$ cat config.mk
export PLATFORM = sky130hd
export DESIGN_NAME = fisr_fadd
export DESIGN_NICKNAME = d
export VERILOG_FILES = /design/src/design/fisr_pkg.sv /design/src/design/fisr_fadd.sv
export SDC_FILE = /design/constraint.sdc
export NUM_CORES = 1
export LEC_CHECK = 0
export ABC_AREA = 1
export ABC_CLOCK_PERIOD_IN_PS = 16350
export BUFFER_PORTS_ARGS = -buffer_cell sky130_fd_sc_hd__buf_2
export CORE_MARGIN = 2
export CORE_UTILIZATION = 53
export CTS_BUF_LIST = sky130_fd_sc_hd__clkbuf_2 sky130_fd_sc_hd__clkbuf_4 sky130_fd_sc_hd__clkbuf_8
export CTS_CLUSTER_SIZE = 30
export DETAILED_ROUTE_END_ITERATION = 8
export GPL_TIMING_DRIVEN = 0
export PLACE_DENSITY = 0.74
export SLEW_MARGIN = 40
export SYNTH_ARGS = -nofsm -noshare
export SYNTH_HDL_FRONTEND = slang
export SYNTH_SLANG_ARGS = --single-unit
$ cat constraint.sdc
create_clock -name clk -period 16.35 [get_ports clk]
set_clock_uncertainty 0.15 [all_clocks]
set_input_delay 3.27 -clock clk [delete_from_list [all_inputs] [get_ports clk]]
set_output_delay 3.27 -clock clk [all_outputs]
set_load 0.05 [all_outputs]
$ cat src/design/fisr_pkg.sv
// ----------------------------------------------------------------------------
// fisr_pkg
// Shared types, constants and binary32 arithmetic helpers for the fast
// reciprocal square root pipeline.
// ----------------------------------------------------------------------------
package fisr_pkg;

  localparam logic [31:0] FISR_MAGIC = 32'h5f3759df;
  localparam logic [31:0] QUIET_BIT  = 32'h00400000;
  localparam logic [31:0] CANON_NAN  = 32'h7fc00000;
  localparam logic [31:0] POS_INF    = 32'h7f800000;
  localparam logic [31:0] FP_HALF    = 32'h3f000000;
  localparam logic [31:0] FP_THREE_HALVES = 32'h3fc00000;

  // values that ride along with each item
  typedef struct packed {
    logic        ovr;       // result is forced to ovr_word
    logic [31:0] ovr_word;
    logic [31:0] y;         // first guess
  } side_t;

  typedef struct packed {
    logic               sign;
    logic               spec;
    logic [31:0]        spec_word;
    logic [47:0]        prod;
    logic signed [10:0] exp;
  } mul_mid_t;

  typedef struct packed {
    logic        sign;
    logic        spec;
    logic [31:0] spec_word;
    logic [27:0] sum;
    logic [8:0]  e;
  } add_mid_t;

  function automatic logic [5:0] clz48(input logic [47:0] p);
    logic [5:0] n;
    logic       found;
    n = '0;
    found = 1'b0;
    for (int i = 47; i >= 0; i--) begin
      if (!found && p[i]) begin
        n = 6'(47 - i);
        found = 1'b1;
      end
    end
    return n;
  endfunction

  function automatic logic [4:0] clz27(input logic [26:0] p);
    logic [4:0] n;
    logic       found;
    n = '0;
    found = 1'b0;
    for (int i = 26; i >= 0; i--) begin
      if (!found && p[i]) begin
        n = 5'(26 - i);
        found = 1'b1;
      end
    end
    return n;
  endfunction

  // round to nearest even and pack; e >= 1, mant[23] is the hidden bit
  // (zero for a subnormal at e == 1)
  function automatic logic [31:0] round_pack(input logic sign,
                                             input logic signed [10:0] e,
                                             input logic [23:0] mant,
                                             input logic g,
                                             input logic st);
    logic        up;
    logic [24:0] mr;
    logic [31:0] mag;
    up  = g & (st | mant[0]);
    mr  = {1'b0, mant} + 25'(up);
    mag = (32'(e - 11'sd1) << 23) + 32'(mr);
    if (mag >= POS_INF) begin
      mag = POS_INF;
    end
    return {sign, mag[30:0]};
  endfunction

  function automatic mul_mid_t fp_mul_pre(input logic [31:0] a, input logic [31:0] b);
    mul_mid_t   m;
    logic [7:0] ea, eb, eae, ebe;
    logic [23:0] ma, mb;
    logic       a_zero, b_zero, a_inf, b_inf;
    ea     = a[30:23];
    eb     = b[30:23];
    eae    = (ea == 8'd0) ? 8'd1 : ea;
    ebe    = (eb == 8'd0) ? 8'd1 : eb;
    ma     = {(ea != 8'd0), a[22:0]};
    mb     = {(eb != 8'd0), b[22:0]};
    a_zero = (a[30:0] == 31'd0);
    b_zero = (b[30:0] == 31'd0);
    a_inf  = (ea == 8'hff);
    b_inf  = (eb == 8'hff);
    m.sign = a[31] ^ b[31];
    m.prod = 48'(ma) * 48'(mb);
    m.exp  = $signed({3'b000, eae}) + $signed({3'b000, ebe}) - 11'sd126;
    m.spec = 1'b0;
    m.spec_word = '0;
    if (a_inf || b_inf) begin
      m.spec = 1'b1;
      m.spec_word = (a_zero || b_zero) ? CANON_NAN : {m.sign, POS_INF[30:0]};
    end else if (a_zero || b_zero) begin
      m.spec = 1'b1;
      m.spec_word = {m.sign, 31'd0};
    end
    return m;
  endfunction

  function automatic logic [31:0] fp_mul_post(input mul_mid_t m);
    logic [5:0]         lz;
    logic [47:0]        pn;
    logic signed [10:0] e;
    logic [10:0]        shw;
    logic [63:0]        val, val2;
    logic               lost, g, st;
    logic [23:0]        mant;
    lz   = clz48(m.prod);
    pn   = m.prod << lz;
    e    = m.exp - $signed({5'b00000, lz});
    val  = {pn, 16'd0};
    val2 = '0;
    lost = 1'b0;
    if (e >= 11'sd1) begin
      mant = pn[47:24];
      g    = pn[23];
      st   = |pn[22:0];
    end else begin
      shw = 11'(11'sd1 - e);
      if (shw >= 11'd64) begin
        val2 = '0;
        lost = |val;
      end else begin
        val2 = val >> shw[5:0];
        lost = |(val & ((64'd1 << shw[5:0]) - 64'd1));
      end
      mant = val2[63:40];
      g    = val2[39];
      st   = (|val2[38:0]) | lost;
      e    = 11'sd1;
    end
    return m.spec ? m.spec_word : round_pack(m.sign, e, mant, g, st);
  endfunction

  function automatic add_mid_t fp_add_pre(input logic [31:0] a, input logic [31:0] b);
    add_mid_t    m;
    logic [31:0] big, lit;
    logic [7:0]  ebe, ele, d;
    logic [26:0] a27, b27, bs;
    logic        sub;
    if (b[30:0] > a[30:0]) begin
      big = b;
      lit = a;
    end else begin
      big = a;
      lit = b;
    end
    ebe = (big[30:23] == 8'd0) ? 8'd1 : big[30:23];
    ele = (lit[30:23] == 8'd0) ? 8'd1 : lit[30:23];
    d   = ebe - ele;
    a27 = {(big[30:23] != 8'd0), big[22:0], 3'b000};
    b27 = {(lit[30:23] != 8'd0), lit[22:0], 3'b000};
    if (d >= 8'd27) begin
      bs = {26'd0, |b27};
    end else begin
      bs = (b27 >> d[4:0]) | 27'(|(b27 & ((27'd1 << d[4:0]) - 27'd1)));
    end
    sub    = big[31] ^ lit[31];
    m.sign = big[31];
    m.sum  = sub ? ({1'b0, a27} - {1'b0, bs}) : ({1'b0, a27} + {1'b0, bs});
    m.e    = {1'b0, ebe};
    m.spec = 1'b0;
    m.spec_word = '0;
    if (big[30:23] == 8'hff) begin
      m.spec = 1'b1;
      m.spec_word = ((lit[30:23] == 8'hff) && sub) ? CANON_NAN : big;
    end else if (big[30:0] == 31'd0) begin
      m.spec = 1'b1;
      m.spec_word = {big[31] & lit[31], 31'd0};
    end else if (sub && (m.sum == 28'd0)) begin
      m.spec = 1'b1;
      m.spec_word = '0;
    end
    return m;
  endfunction

  function automatic logic [31:0] fp_add_post(input add_mid_t m);
    logic [26:0] s;
    logic [4:0]  lz;
    logic [8:0]  e, sh;
    lz = clz27(m.sum[26:0]);
    sh = '0;
    if (m.sum[27]) begin
      s = {m.sum[27:2], m.sum[1] | m.sum[0]};
      e = m.e + 9'd1;
    end else begin
      sh = (9'(lz) > (m.e - 9'd1)) ? (m.e - 9'd1) : 9'(lz);
      s  = m.sum[26:0] << sh[4:0];
      e  = m.e - sh;
    end
    return m.spec ? m.spec_word
                  : round_pack(m.sign, $signed({2'b00, e}), s[26:3], s[2], |s[1:0]);
  endfunction

endpackage

$ cat src/design/fisr_fadd.sv
// ----------------------------------------------------------------------------
// fisr_fadd
// Binary32 add, round to nearest even: align/add stage, then
// normalize/round stage.
// ----------------------------------------------------------------------------
module fisr_fadd import fisr_pkg::*; (
  input  logic        clk,
  input  logic        rst,
  input  logic        en,
  input  logic        in_valid,
  input  logic [31:0] a,
  input  logic [31:0] b,
  input  side_t       side_in,
  output logic        out_valid,
  output logic [31:0] s,
  output side_t       side
);

  add_mid_t mid;
  side_t    mid_side;
  logic     mid_valid;

  always_ff @(posedge clk) begin
    if (rst) begin
      mid_valid <= 1'b0;
      out_valid <= 1'b0;
    end else if (en) begin
      mid_valid <= in_valid;
      out_valid <= mid_valid;
    end
  end

  always_ff @(posedge clk) begin
    if (en) begin
      mid      <= fp_add_pre(a, b);
      mid_side <= side_in;
      s        <= fp_add_post(mid);
      side     <= mid_side;
    end
  end

endmodule
Yosys cells after proc, flatten, opt, wreduce, memory -nomap -nowiden

Cells that the tools add are included.
W data, S select, Z words.

Add/sub/neg operators: 10
Magnitude comparators: 4
Eq/ne operators: 2
Shift operators: 3
Multiplexer cells: 99
Bitwise operators: 7
Reduce and logical (&&, ||, !) cells: 64

Operators with widths:

| operator                | number |
|---|---|
| $mux W32                | 8 |
| $mux W5                 | 26 |
| $mux W27                | 4 |
| $mux W1                 | 53 |
| $mux W33                | 1 |
| $add A32 B25 Y32        | 1 |
| $ge A32 B31 Y1 const B  | 1 |
| $gt A31 B31 Y1          | 1 |
| $logic_not A31 Y1       | 1 |
| $mux W31                | 1 |
| $add A27 B27 Y28        | 1 |
| $logic_and A1 B1 Y1     | 28 |
| $logic_not A28 Y1       | 1 |
| $mux W28                | 1 |
| $sub A27 B27 Y28        | 1 |
| $and A27 B27 Y27        | 1 |
| $mux W9                 | 3 |
| $or A27 B1 Y27          | 1 |
| $reduce_or A27 Y1       | 1 |
| $shl A1 B5 Y27 const A  | 1 |
| $shl A27 B5 Y27         | 1 |
| $shr A27 B5 Y27         | 1 |
| $sub A27 B1 Y27 const B | 1 |
| $logic_not A1 Y1        | 26 |
| 17 further kinds        | 24 |

Bits in registers: 234
Input port bits: 133
Word-level logic and storage cells: 203

Longest topological paths before layout

Gate-level depths: netlist of the first run.

Depth after elaboration: 119
Gate-level depth with buffers: 70

Worst setup path before layout of the first run

No wires, ideal clock.

Path kind: in2reg
Start point: in a[20]
End point: reg mid[69] (netlist bit), data pin
Arrival time: 11176 ps
Path slack: 4894 ps
Cell stages on the path: 66
Buffers on the path: 6
Cells stage by stage: inv_1 > ha_1 > a21oi_1 > o21ai_0 > a41o_1 > a221oi_1 > nand2_1 > nand2_1 > clkbuf_1 > buf_2 > clkbuf_1 > nand2_1 > o21ai_0 > inv_1 > nor4_1 > nand2_1 > nand2_1 > inv_1 > [30 not listed] > inv_1 > nand3_1 > nand2_1 > a21oi_1 > inv_1 > nand2_1 > o211ai_1 > a21boi_0 > o21ai_0 > a21oi_1 > nor2_1 > o21ai_0 > nand2_1 > nor2_1 > nand3_1 > nor2_1 > nand3_1 > nand2_1

Word-level cells in the longest chain between the ends: 18

RTL lines:

| what                                                 | line                             | source |
|---|---|---|
| start: declaration                                   | fisr_fadd.sv:11                  | `input logic [31:0] a,` |
| $gt A31 B31 Y1                                       | fisr_pkg.sv:156                  | `if (b[30:0] > a[30:0]) begin` |
| $mux W32                                             | fisr_pkg.sv:156                  |  |
| $mux W32                                             | fisr_fadd.sv:34                  | `if (en) begin` |
| $logic_not A8 Y1 (on tied branches)                  | fisr_pkg.sv:163, fisr_pkg.sv:164 |  |
| $mux W8 (on tied branches)                           | fisr_pkg.sv:163, fisr_pkg.sv:164 |  |
| $sub A8 B8 Y8                                        | fisr_pkg.sv:165                  | `d = ebe - ele;` |
| $shl A1 B5 Y27                                       | fisr_pkg.sv:171                  | `bs = (b27 >> d[4:0]) \| 27'(\|(b27 & ((27'd1 << d[4:0]) - 27'd1)));` |
| $sub A27 B1 Y27                                      | fisr_pkg.sv:171                  |  |
| [2 not listed]                                       | -                                |  |
| $or A27 B1 Y27                                       | fisr_pkg.sv:171                  |  |
| $mux W27                                             | fisr_pkg.sv:168                  | `if (d >= 8'd27) begin` |
| $mux W27                                             | fisr_fadd.sv:34                  |  |
| $add A27 B27 Y28 or $sub A27 B27 Y28 (tied branches) | fisr_pkg.sv:175                  | `m.sum = sub ? ({1'b0, a27} - {1'b0, bs}) : ({1'b0, a27} + {1'b0, bs});` |
| $mux W28                                             | fisr_pkg.sv:175                  |  |
| $logic_not A28 Y1                                    | fisr_pkg.sv:185                  | `end else if (sub && (m.sum == 28'd0)) begin` |
| $logic_and A1 B1 Y1                                  | fisr_pkg.sv:185                  |  |
| $mux W33                                             | fisr_pkg.sv:185                  |  |
| end signal: assignment                               | fisr_fadd.sv:35                  | `mid <= fp_add_pre(a, b);` |
| end: declaration                                     | fisr_fadd.sv:19                  | `add_mid_t mid;` |

Several ways; a longest one is shown, not always the timed one. The select of a mux whose other input is x is not followed.
A chain may end at the register's enable or synchronous reset.

Worst setup path in the final report of the first run

Start point: in a[22]
End point: reg mid[69] (netlist bit), data pin

The elaborated chain is that of the path after synthesis.

==> metrics.txt, run 1 <==
# TYPE chip_impl_metric gauge
chip_impl_info{name="status",value="completed"} 1
chip_impl_metric{name="average_size_of_a_mapped_cell",unit="sq um"} 7.280
chip_impl_metric{name="worstMarginPinSlew",unit="ns"} 0.9659
chip_impl_metric{name="period_share",unit=""} 0.8455
chip_impl_metric{name="mappedNetlistNets",unit=""} 2844
chip_impl_metric{name="maximum_level_of_the_cts_h_tree",unit=""} 2
chip_impl_metric{name="design_power_total",unit="mW"} 2.966
chip_impl_metric{name="netlist_area_before_placement",unit="sq mm"} 0.01894
chip_impl_metric{name="vias",unit=""} 19878
chip_impl_metric{name="synthesis.yosys.warnings",unit=""} 0
chip_impl_metric{name="setup_total_negative_slack",unit="ns"} 0
chip_impl_metric{name="grt-ovfl-total",unit=""} 0
chip_impl_metric{name="cts.reportedPaths.clkPinSlew",unit="ns"} 0.06
chip_impl_metric{name="grt_first_pass_wirelength",unit="um"} 101000
chip_impl_info{name="synth.area.top_cells",value="edfxtp_1 (37%), nand2_1 (13%), nand3_1 (7.9%)"} 1
chip_impl_info{name="postSynth.topFlopCell",value="edfxtp_1"} 1
chip_impl_info{name="synth_largest_area_cell",value="edfxtp_1"} 1
chip_impl_metric{name="ir_worst_vdd",unit="mV"} 0.1172
chip_impl_metric{name="post_synth_num_cell_types",unit=""} 62
chip_impl_metric{name="drt-initial-drc-count",unit=""} 1849
chip_impl_metric{name="drt_wl_total",unit="um"} 68540
chip_impl_metric{name="core-area",unit="sq mm"} 0.03540
chip_impl_info{name="setup.worst_path.end_class",value="flop"} 1
chip_impl_metric{name="power-per-cell-area",unit="mW/mm^2"} 138.0
chip_impl_info{name="rr_startpoint",value="mid[32]"} 1
chip_impl_info{name="critical_path.top_delay_family",value="simple AND/OR/NAND/NOR gates"} 1
chip_impl_info{name="critPathLaunchType",value="input port"} 1
chip_impl_metric{name="detail_route.wl_per_cell",unit="um"} 20.39
chip_impl_metric{name="postCtsResizedCells",unit=""} 0
chip_impl_metric{name="cts_hold_buf",unit=""} 0
chip_impl_metric{name="fin_ws",unit="ns"} 2.527
chip_impl_metric{name="yosys_register_bits",unit=""} 234
chip_impl_metric{name="drive_gt1_frac",unit=""} 0.1551
chip_impl_metric{name="worstPathArrival",unit="ns"} 14.10
chip_impl_metric{name="ioPinCount",unit=""} 231
chip_impl_metric{name="antenna_found_initial",unit=""} 0
chip_impl_metric{name="die_area",unit="sq mm"} 0.03727
chip_impl_metric{name="grt_start_max_net_pins",unit=""} 89
chip_impl_info{name="cts_root_buf",value="clkbuf_8"} 1
chip_impl_metric{name="placement_rows",unit=""} 69
chip_impl_info{name="yosys-top-cells-count",value="nand2_1 (660), inv_1 (320), nand3_1 (299)"} 1
chip_impl_info{name="regToRegEndpoint",value="s[3]"} 1
chip_impl_info{name="rsz0062_at_grt",value="false"} 1
chip_impl_metric{name="required",unit="ns"} 16.63
chip_impl_metric{name="route.detailed.drc",unit=""} 0
chip_impl_metric{name="path_depth",unit=""} 67
chip_impl_metric{name="timing_max_transition_violations_final",unit=""} 0
chip_impl_metric{name="maxCapViolations",unit=""} 0
chip_impl_metric{name="place_worst_setup_slack",unit="ns"} 2.367
chip_impl_metric{name="post-dp-hpwl",unit="um"} 55200
chip_impl_metric{name="r2r.worst_path.cells",unit=""} 45
chip_impl_info{name="worst_hold_path.endpoint",value="side[47]"} 1
chip_impl_metric{name="design.final.nets",unit=""} 3116
chip_impl_info{name="timing.critical_path.mode_cell",value="inv_1"} 1
chip_impl_info{name="min-delay-start",value="mid_side[47]"} 1
chip_impl_info{name="timing_worst_setup_path_type",value="in2reg"} 1
chip_impl_metric{name="drt-vias-per-instance",unit=""} 5.913
chip_impl_metric{name="first_pass_iters",unit=""} 7
chip_impl_metric{name="critical-path-max-stage-delay",unit="ns"} 0.41
chip_impl_metric{name="max-clock-path-buffers",unit=""} 3
chip_impl_metric{name="crit_fanout",unit=""} 10
chip_impl_metric{name="postSynth.asyncResetShare",unit=""} 0
chip_impl_metric{name="power_leakage",unit="nW"} 10.01
chip_impl_metric{name="start_util",unit=""} 0.5352
chip_impl_metric{name="antenna_left",unit=""} 0
chip_impl_metric{name="synthesis.instances",unit=""} 2602
chip_impl_metric{name="tritoncts.num_buffers",unit=""} 38
chip_impl_metric{name="whs_path_depth",unit=""} 0
chip_impl_metric{name="grt_pass1_vias",unit=""} 18302
chip_impl_metric{name="area_growth",unit="%"} 13.40
chip_impl_info{name="cts_tree",value="built"} 1
chip_impl_info{name="timing.critical_path.slowest_stage_cell",value="fa_1"} 1
chip_impl_metric{name="maxSlewHeadroom",unit=""} 0.3492
chip_impl_metric{name="antenna_cells",unit=""} 0
chip_impl_metric{name="top_achievable_clock_speed",unit="GHz"} 0.07234
chip_impl_metric{name="place.port_buffers",unit=""} 230
chip_impl_info{name="holdCritPathClass",value="reg2reg"} 1
chip_impl_metric{name="seq_area_frac_synth",unit=""} 0.3699
chip_impl_metric{name="timing.critical_path.buf_inv",unit=""} 19
chip_impl_metric{name="period_needed",unit="ns"} 13.82
chip_impl_metric{name="setup_viol",unit=""} 0
chip_impl_metric{name="cts_sinks",unit=""} 234
chip_impl_metric{name="globalRouteTotalUtil",unit=""} 0.3571
chip_impl_info{name="library_cell_with_the_highest_instance_count_after_synthesis",value="nand2_1"} 1
chip_impl_metric{name="insertion_delay",unit="ns"} 0.59
chip_impl_metric{name="regToRegSetupSlack",unit="ns"} 7.51
chip_impl_metric{name="netlist.area_leader.share",unit=""} 0.3678
chip_impl_metric{name="gpl.final_weighted_congestion",unit=""} 1.077
chip_impl_metric{name="dieWidth",unit="um"} 193.1
chip_impl_metric{name="post-cts-setup-buffers",unit=""} 0
chip_impl_metric{name="hold_viol_final",unit=""} 0
chip_impl_metric{name="die_h",unit="um"} 193.1
chip_impl_metric{name="count_of_flip_flops_with_a_built_in_enable_after_synthesis",unit=""} 232
## worst max path at each step
stage	startpoint	end	slack (ns)
2_1_floorplan	a[20]	mid[69]	4.89
3_3_place_gp	a[22]	mid[69]	2.56
3_5_place_dp	a[22]	mid[69]	2.37
4_1_cts	a[22]	mid[69]	2.88
5_1_grt	a[22]	mid[69]	1.42
6_report	a[22]	mid[69]	2.53
## power breakdown
group	internal, mW	switching (mW)	total [mW]	leakage (nW)
clock network	0.262	0.238	0.499	0.378
logic	0.461	1.21	1.67	7.35
registers	0.752	0.0455	0.798	2.28
## cells by family (layout without fill, tap and decap cells)
logic type               after synthesis  after routing  synth area share
AND/OR/NAND/NOR                     1412           1412            0.3373
adder cells (fa/ha/maj)              109            109           0.07318
AO/OA/AOI/OAI                        393            393            0.1162
flip-flops                           234            234            0.3699
buffers and inverters                424            723           0.08923
multiplexers                           4              4          0.002180
XOR/XNOR                              26             26           0.01202
## worst reg2reg max path, delay by kind of cell (launching register included)
family,cells,cell delay [ns]
and+or+nand+nor,31,4.89
AOI/OAI and AO/OA,8,1.43
xor gates and xnor gates,1,0.27
DFF,1,0.54
adders and majority gates,2,0.55
buffers and inverters,3,0.78
## metal layers
metal	GRT usage	up-vias	part of all wire
met4	0.1783	0	0.053
met1	0.4570	9245	0.39
met3	0.06570	218	0.095
met2	0.5812	1130	0.46
li1	-	9285	-
met5	0	-	0
## metrics by stage
step,instances,area [sq um],hold slack [ns],util
CTS,3362,21480,0.2621,0.6068
global placement,3293,20670,0.2502,0.5840
detailed placement,3295,20740,0.2545,0.5859
floorplan,2602,18940,0.2503,-
global route,3362,21480,0.2652,0.6069
finish,3362,21480,0.2635,0.6069
## state kept, by name, summed over array words and instances (netlist names)
| signal | flops |
|---|---|
| mid_side | 65 |
| mid_valid | 1 |
| mid | 70 |
| out_valid | 1 |
| s | 32 |
| side | 65 |
## layout make-up
| type | instances | area [sq um] |
|---|---|---|
| Multi-Input combinational cell | 1944 | 10250 |
| Buffer | 88 | 424.2 |
| Timing Repair Buffer | 232 | 1216 |
| Fill cell | 3249 | 13910 |
| Clock inverter | 18 | 132.6 |
| Tap cell | 461 | 576.8 |
| Inverter | 336 | 1266 |
| Clock buffer | 49 | 605.6 |
| Sequential cell | 234 | 7007 |
## cells in the final DEF (no fill, tap or decap), drive strengths merged, types with 3 or more instances in the layout
master    count
a211oi        7
a21oi       150
a221oi        5
a311oi        4
a31oi        10
and2          6
buf         265
clkbuf      104
clkinv       16
clkinvlp      3
edfxtp      232
fa            3
ha          106
inv         334
mux2i         3
nand2       689
nand3       333
nand3b        3
nand4        42
nor2        277
nor3         28
nor4         15
o2111ai       4
o211ai        8
o21a          9
o21ai       167
o21bai        3
o22ai         7
o311ai        6
o31ai         3
or2          15
xnor2        11
xor2         15
Power figures use the tool's default switching activity.
==> run 2: changes to the inputs <==
--- a/config.mk
+++ b/config.mk
@@ -5,8 +5,8 @@
 export SDC_FILE = /design/constraint.sdc
 export NUM_CORES = 1
 export LEC_CHECK = 0
-export ABC_AREA = 1
-export ABC_CLOCK_PERIOD_IN_PS = 16350
+export ABC_AREA = 0
+export ABC_CLOCK_PERIOD_IN_PS = 11400
 export BUFFER_PORTS_ARGS = -buffer_cell sky130_fd_sc_hd__buf_2
 export CORE_MARGIN = 2
 export CORE_UTILIZATION = 53
@@ -14,7 +14,7 @@
 export CTS_CLUSTER_SIZE = 30
 export DETAILED_ROUTE_END_ITERATION = 8
 export GPL_TIMING_DRIVEN = 0
-export PLACE_DENSITY = 0.74
+export PLACE_DENSITY = 0.76
 export SLEW_MARGIN = 40
 export SYNTH_ARGS = -nofsm -noshare
 export SYNTH_HDL_FRONTEND = slang
==> constraint.sdc (replaced) <==
create_clock -name clk -period 11.4 [get_ports clk]
set_clock_uncertainty 0.15 [all_clocks]
set_input_delay 2.28 -clock clk [delete_from_list [all_inputs] [get_ports clk]]
set_output_delay 2.28 -clock clk [all_outputs]
set_load 0.05 [all_outputs]
==> run 2 against run 1 <==
Net effect:
- hold slack lost 0.0029 ns
- die area rose by 4.8%
- power up 75%
- cell area rose by 8.6%
- sequential share of layout area shrank 2.6 points
- non-clock buffer count grew 70
- clock-buffer cell count down 3
- largest power group unchanged
- highest routed layer unchanged
==> metrics.txt, run 2 <==
# TYPE chip_impl_metric gauge
chip_impl_metric{name="p_seq_frac",unit=""} 0.232
chip_impl_metric{name="relative_contribution_of_the_clock_network_to_total_power",unit=""} 0.141
chip_impl_metric{name="vias",unit=""} 20090
chip_impl_metric{name="switchingPower",unit="mW"} 2.547
chip_impl_info{name="timing.critical_path.mode_cell",value="buf_4"} 1
chip_impl_metric{name="route.detailed.drc",unit=""} 0
chip_impl_info{name="postSynth.topFlopCell",value="edfxtp_1"} 1
chip_impl_metric{name="hold_viol_final",unit=""} 0
chip_impl_metric{name="crit_fanout",unit=""} 10
chip_impl_metric{name="cts_sinks",unit=""} 234
chip_impl_metric{name="tritoncts.num_buffers",unit=""} 37
chip_impl_metric{name="total_internal_power",unit="mW"} 2.629
chip_impl_metric{name="period_needed",unit="ns"} 11.28
chip_impl_metric{name="grt_start_max_net_pins",unit=""} 89
chip_impl_metric{name="antenna_cells",unit=""} 0
chip_impl_info{name="synth_largest_area_cell",value="edfxtp_1"} 1
chip_impl_info{name="status",value="completed"} 1
chip_impl_info{name="min-delay-start",value="mid_side[56]"} 1
chip_impl_metric{name="first_pass_iters",unit=""} 8
chip_impl_info{name="crit_path_start",value="a[4]"} 1
chip_impl_metric{name="grt_pass1_vias",unit=""} 18806
chip_impl_info{name="critPathLaunchType",value="input port"} 1
chip_impl_metric{name="post_dp_cell_area",unit="sq mm"} 0.02173
chip_impl_info{name="rr_startpoint",value="mid[31]"} 1
chip_impl_metric{name="mappedNetlistNets",unit=""} 2428
chip_impl_metric{name="yosys_register_bits",unit=""} 234
chip_impl_metric{name="max-clock-path-buffers",unit=""} 3
chip_impl_metric{name="postSynth.asyncResetShare",unit=""} 0
chip_impl_metric{name="core-area",unit="sq mm"} 0.03679
chip_impl_metric{name="antenna_left",unit=""} 0
chip_impl_metric{name="critical-path-max-stage-delay",unit="ns"} 0.52
chip_impl_metric{name="worstMarginPinSlew",unit="ns"} 1.003
chip_impl_metric{name="gpl.final_weighted_congestion",unit=""} 1.170
chip_impl_metric{name="finalHoldWorstSlack",unit="ns"} 0.2606
chip_impl_metric{name="post-dp-hpwl",unit="um"} 57230
chip_impl_metric{name="drt-vias-per-instance",unit=""} 6.719
chip_impl_info{name="max_flop_register",value="mid"} 1
chip_impl_metric{name="detail_route.wl_per_cell",unit="um"} 25.12
chip_impl_metric{name="globalRouteTotalUtil",unit=""} 0.3753
chip_impl_metric{name="ir_worst_vdd",unit="mV"} 0.09068
chip_impl_info{name="synth.area.top_cells",value="edfxtp_1 (35%), ha_1 (6.7%), mux2i_1 (5.0%)"} 1
chip_impl_metric{name="drt-initial-drc-count",unit=""} 2725
chip_impl_metric{name="cts.reportedPaths.clkPinSlew",unit="ns"} 0.07
chip_impl_metric{name="top_achievable_clock_speed",unit="GHz"} 0.08866
chip_impl_info{name="cts_tree",value="built"} 1
chip_impl_metric{name="power-per-cell-area",unit="mW/mm^2"} 221.9
chip_impl_metric{name="largest_register_ff_count",unit=""} 70
chip_impl_metric{name="place.port_buffers",unit=""} 230
chip_impl_metric{name="area_growth",unit="%"} 17.43
chip_impl_info{name="yosys-top-cells-count",value="edfxtp_1 (232), nor2_1 (228), a21oi_1 (199)"} 1
chip_impl_info{name="timing.critical_path.slowest_stage_cell",value="or4b_4"} 1
chip_impl_metric{name="ioPinCount",unit=""} 231
chip_impl_metric{name="die_h",unit="um"} 197.6
chip_impl_metric{name="dieWidth",unit="um"} 197.6
chip_impl_metric{name="grt-ovfl-total",unit=""} 0
chip_impl_metric{name="timing_max_transition_violations_final",unit=""} 0
chip_impl_metric{name="design.final.nets",unit=""} 2740
chip_impl_metric{name="drive_gt1_frac",unit=""} 0.2312
chip_impl_metric{name="setup_total_negative_slack",unit="ns"} 0
chip_impl_metric{name="synthesis.instances",unit=""} 2186
chip_impl_metric{name="insertion_delay",unit="ns"} 0.57
chip_impl_info{name="layout.cells.most_common_list",value="buf_2 (249), edfxtp_1 (232), nor2_1 (223), a21oi_1 (192), nand2_1 (171)"} 1
chip_impl_metric{name="maxCapViolations",unit=""} 0
chip_impl_metric{name="count_of_flip_flops_with_a_built_in_enable_after_synthesis",unit=""} 232
chip_impl_info{name="library_cell_with_the_highest_instance_count_after_synthesis",value="edfxtp_1"} 1
chip_impl_info{name="cts_root_buf",value="clkbuf_8"} 1
chip_impl_metric{name="required",unit="ns"} 11.64
chip_impl_info{name="setup.worst_path.end_class",value="flop"} 1
chip_impl_metric{name="maxSlewHeadroom",unit=""} 0.3311
chip_impl_metric{name="start_util",unit=""} 0.5401
chip_impl_metric{name="maximum_level_of_the_cts_h_tree",unit=""} 2
chip_impl_metric{name="drt_wl_total",unit="um"} 75110
chip_impl_metric{name="antenna_found_initial",unit=""} 1
chip_impl_metric{name="period_share",unit=""} 0.9894
chip_impl_info{name="layout_top_registers",value="mid (70), mid_side (65), side (65)"} 1
chip_impl_metric{name="grt_first_pass_wirelength",unit="um"} 111400
chip_impl_metric{name="power_leakage",unit="nW"} 9.591
chip_impl_metric{name="pwr-share-comb",unit=""} 0.627
chip_impl_metric{name="synthesis.yosys.warnings",unit=""} 0
chip_impl_info{name="layout_commonest_cell",value="buf_2"} 1
chip_impl_info{name="timing_worst_setup_path_type",value="in2reg"} 1
chip_impl_metric{name="die_area",unit="sq mm"} 0.03905
chip_impl_metric{name="setup_viol",unit=""} 0
chip_impl_info{name="holdCritPathClass",value="reg2reg"} 1
chip_impl_metric{name="post_synth_num_cell_types",unit=""} 115
chip_impl_metric{name="average_size_of_a_mapped_cell",unit="sq um"} 9.089
chip_impl_metric{name="placement_rows",unit=""} 70
chip_impl_metric{name="netlist.area_leader.share",unit=""} 0.3507
chip_impl_metric{name="power_switching_share",unit=""} 0.4921
chip_impl_metric{name="postLayoutCellArea",unit="sq mm"} 0.02333
chip_impl_metric{name="netlist_area_before_placement",unit="sq mm"} 0.01987
chip_impl_metric{name="seq_area_frac_synth",unit=""} 0.3527
chip_impl_metric{name="worstPathArrival",unit="ns"} 11.51
## run 2: cell count changes after synthesis, moves of 28 or more
cell and change:
o21ai_0 -76, a21oi_1 +52, mux2i_1 +97, nand3_1 -235
inv_1 -183, nand3_2 -32, o211ai_1 +30, nand2_1 -488
nand2b_1 +33, xnor2_1 +28
## run 2: final timing paths
check | slack [ns] | to | cells after the start
worst min-delay path | 0.26 | side[56] | 0
worst max register to register | 3.02 | s[2] | 33
worst max-delay path | 0.12 | mid[69] | 45
worst min register to register | 0.26 | side[56] | 0
## run 2: logic make-up (layout without fill, tap and decap cells)
group / after synthesis / in the layout / share of synthesized area
and+or+nand+nor: 747 / 747 / 0.1903
buffers and inverters: 258 / 594 / 0.05561
xor gates and xnor gates: 61 / 61 / 0.02689
AOI/OAI and AO/OA: 650 / 650 / 0.2297
adders and majority gates: 109 / 109 / 0.06978
muxes: 127 / 127 / 0.07507
DFF: 234 / 234 / 0.3527
## run 2: worst max-delay path, delay by kind of cell
| kind | cells | cell delay [ns] |
|---|---|---|
| simple gates | 12 | 2.17 |
| compound gates | 16 | 3.65 |
| fa+ha+maj | 3 | 0.90 |
| buf+inv | 13 | 2.25 |
| xor+xnor | 1 | 0.22 |
## run 2: per-stage QoR
step           utilization  setup WS (ns)  std cells  total power, mW
3_5_place_dp        0.5908         -3.299       2889            4.139
2_1_floorplan            -        0.06875       2186            3.298
3_3_place_gp        0.5876         -3.204       2884            4.100
5_1_grt             0.6343       -0.04365       2990            5.411
4_1_cts             0.6221        0.01586       2966            4.973
6_report            0.6343         0.1213       2990            5.176
## run 2: power groups by stage
stage | logic (mW) | clock network (mW) | registers (mW)
3_5_place_dp | 2.93 | 0 | 1.21
5_1_grt | 3.43 | 0.774 | 1.21
3_3_place_gp | 2.89 | 0 | 1.21
6_report | 3.25 | 0.729 | 1.20
2_1_floorplan | 1.95 | 0 | 1.35
4_1_cts | 3.04 | 0.743 | 1.19
## run 2: area by class of cell
| type | count | area (sq um) |
|---|---|---|
| Fill cell | 3094 | 13450 |
| Multi-Input combinational cell | 1694 | 12100 |
| Sequential cell | 234 | 7007 |
| Timing Repair Buffer | 274 | 1559 |
| Buffer | 116 | 782.0 |
| Tap cell | 468 | 585.6 |
| Clock buffer | 46 | 576.8 |
| Inverter | 141 | 546.8 |
| Clock inverter | 17 | 175.2 |
## run 2: timing repair
item | in CTS | in global routing
setup endpoints to repair | 25 | 5
pin swaps | 11 | 19
setup buffers | 14 | 25
gates resized for setup | 90 | 75
hold buffers | 0 | 0
hold endpoints to repair | 0 | 0
## run 2: per-layer routing
layer | vias up | wire length [um] | track usage
li1 | 8899 | - | -
met1 | 9412 | 27420 | 0.4695
met3 | 375 | 8673 | 0.08127
met5 | - | 0 | 0
met2 | 1404 | 33430 | 0.5975
met4 | 0 | 5590 | 0.2239
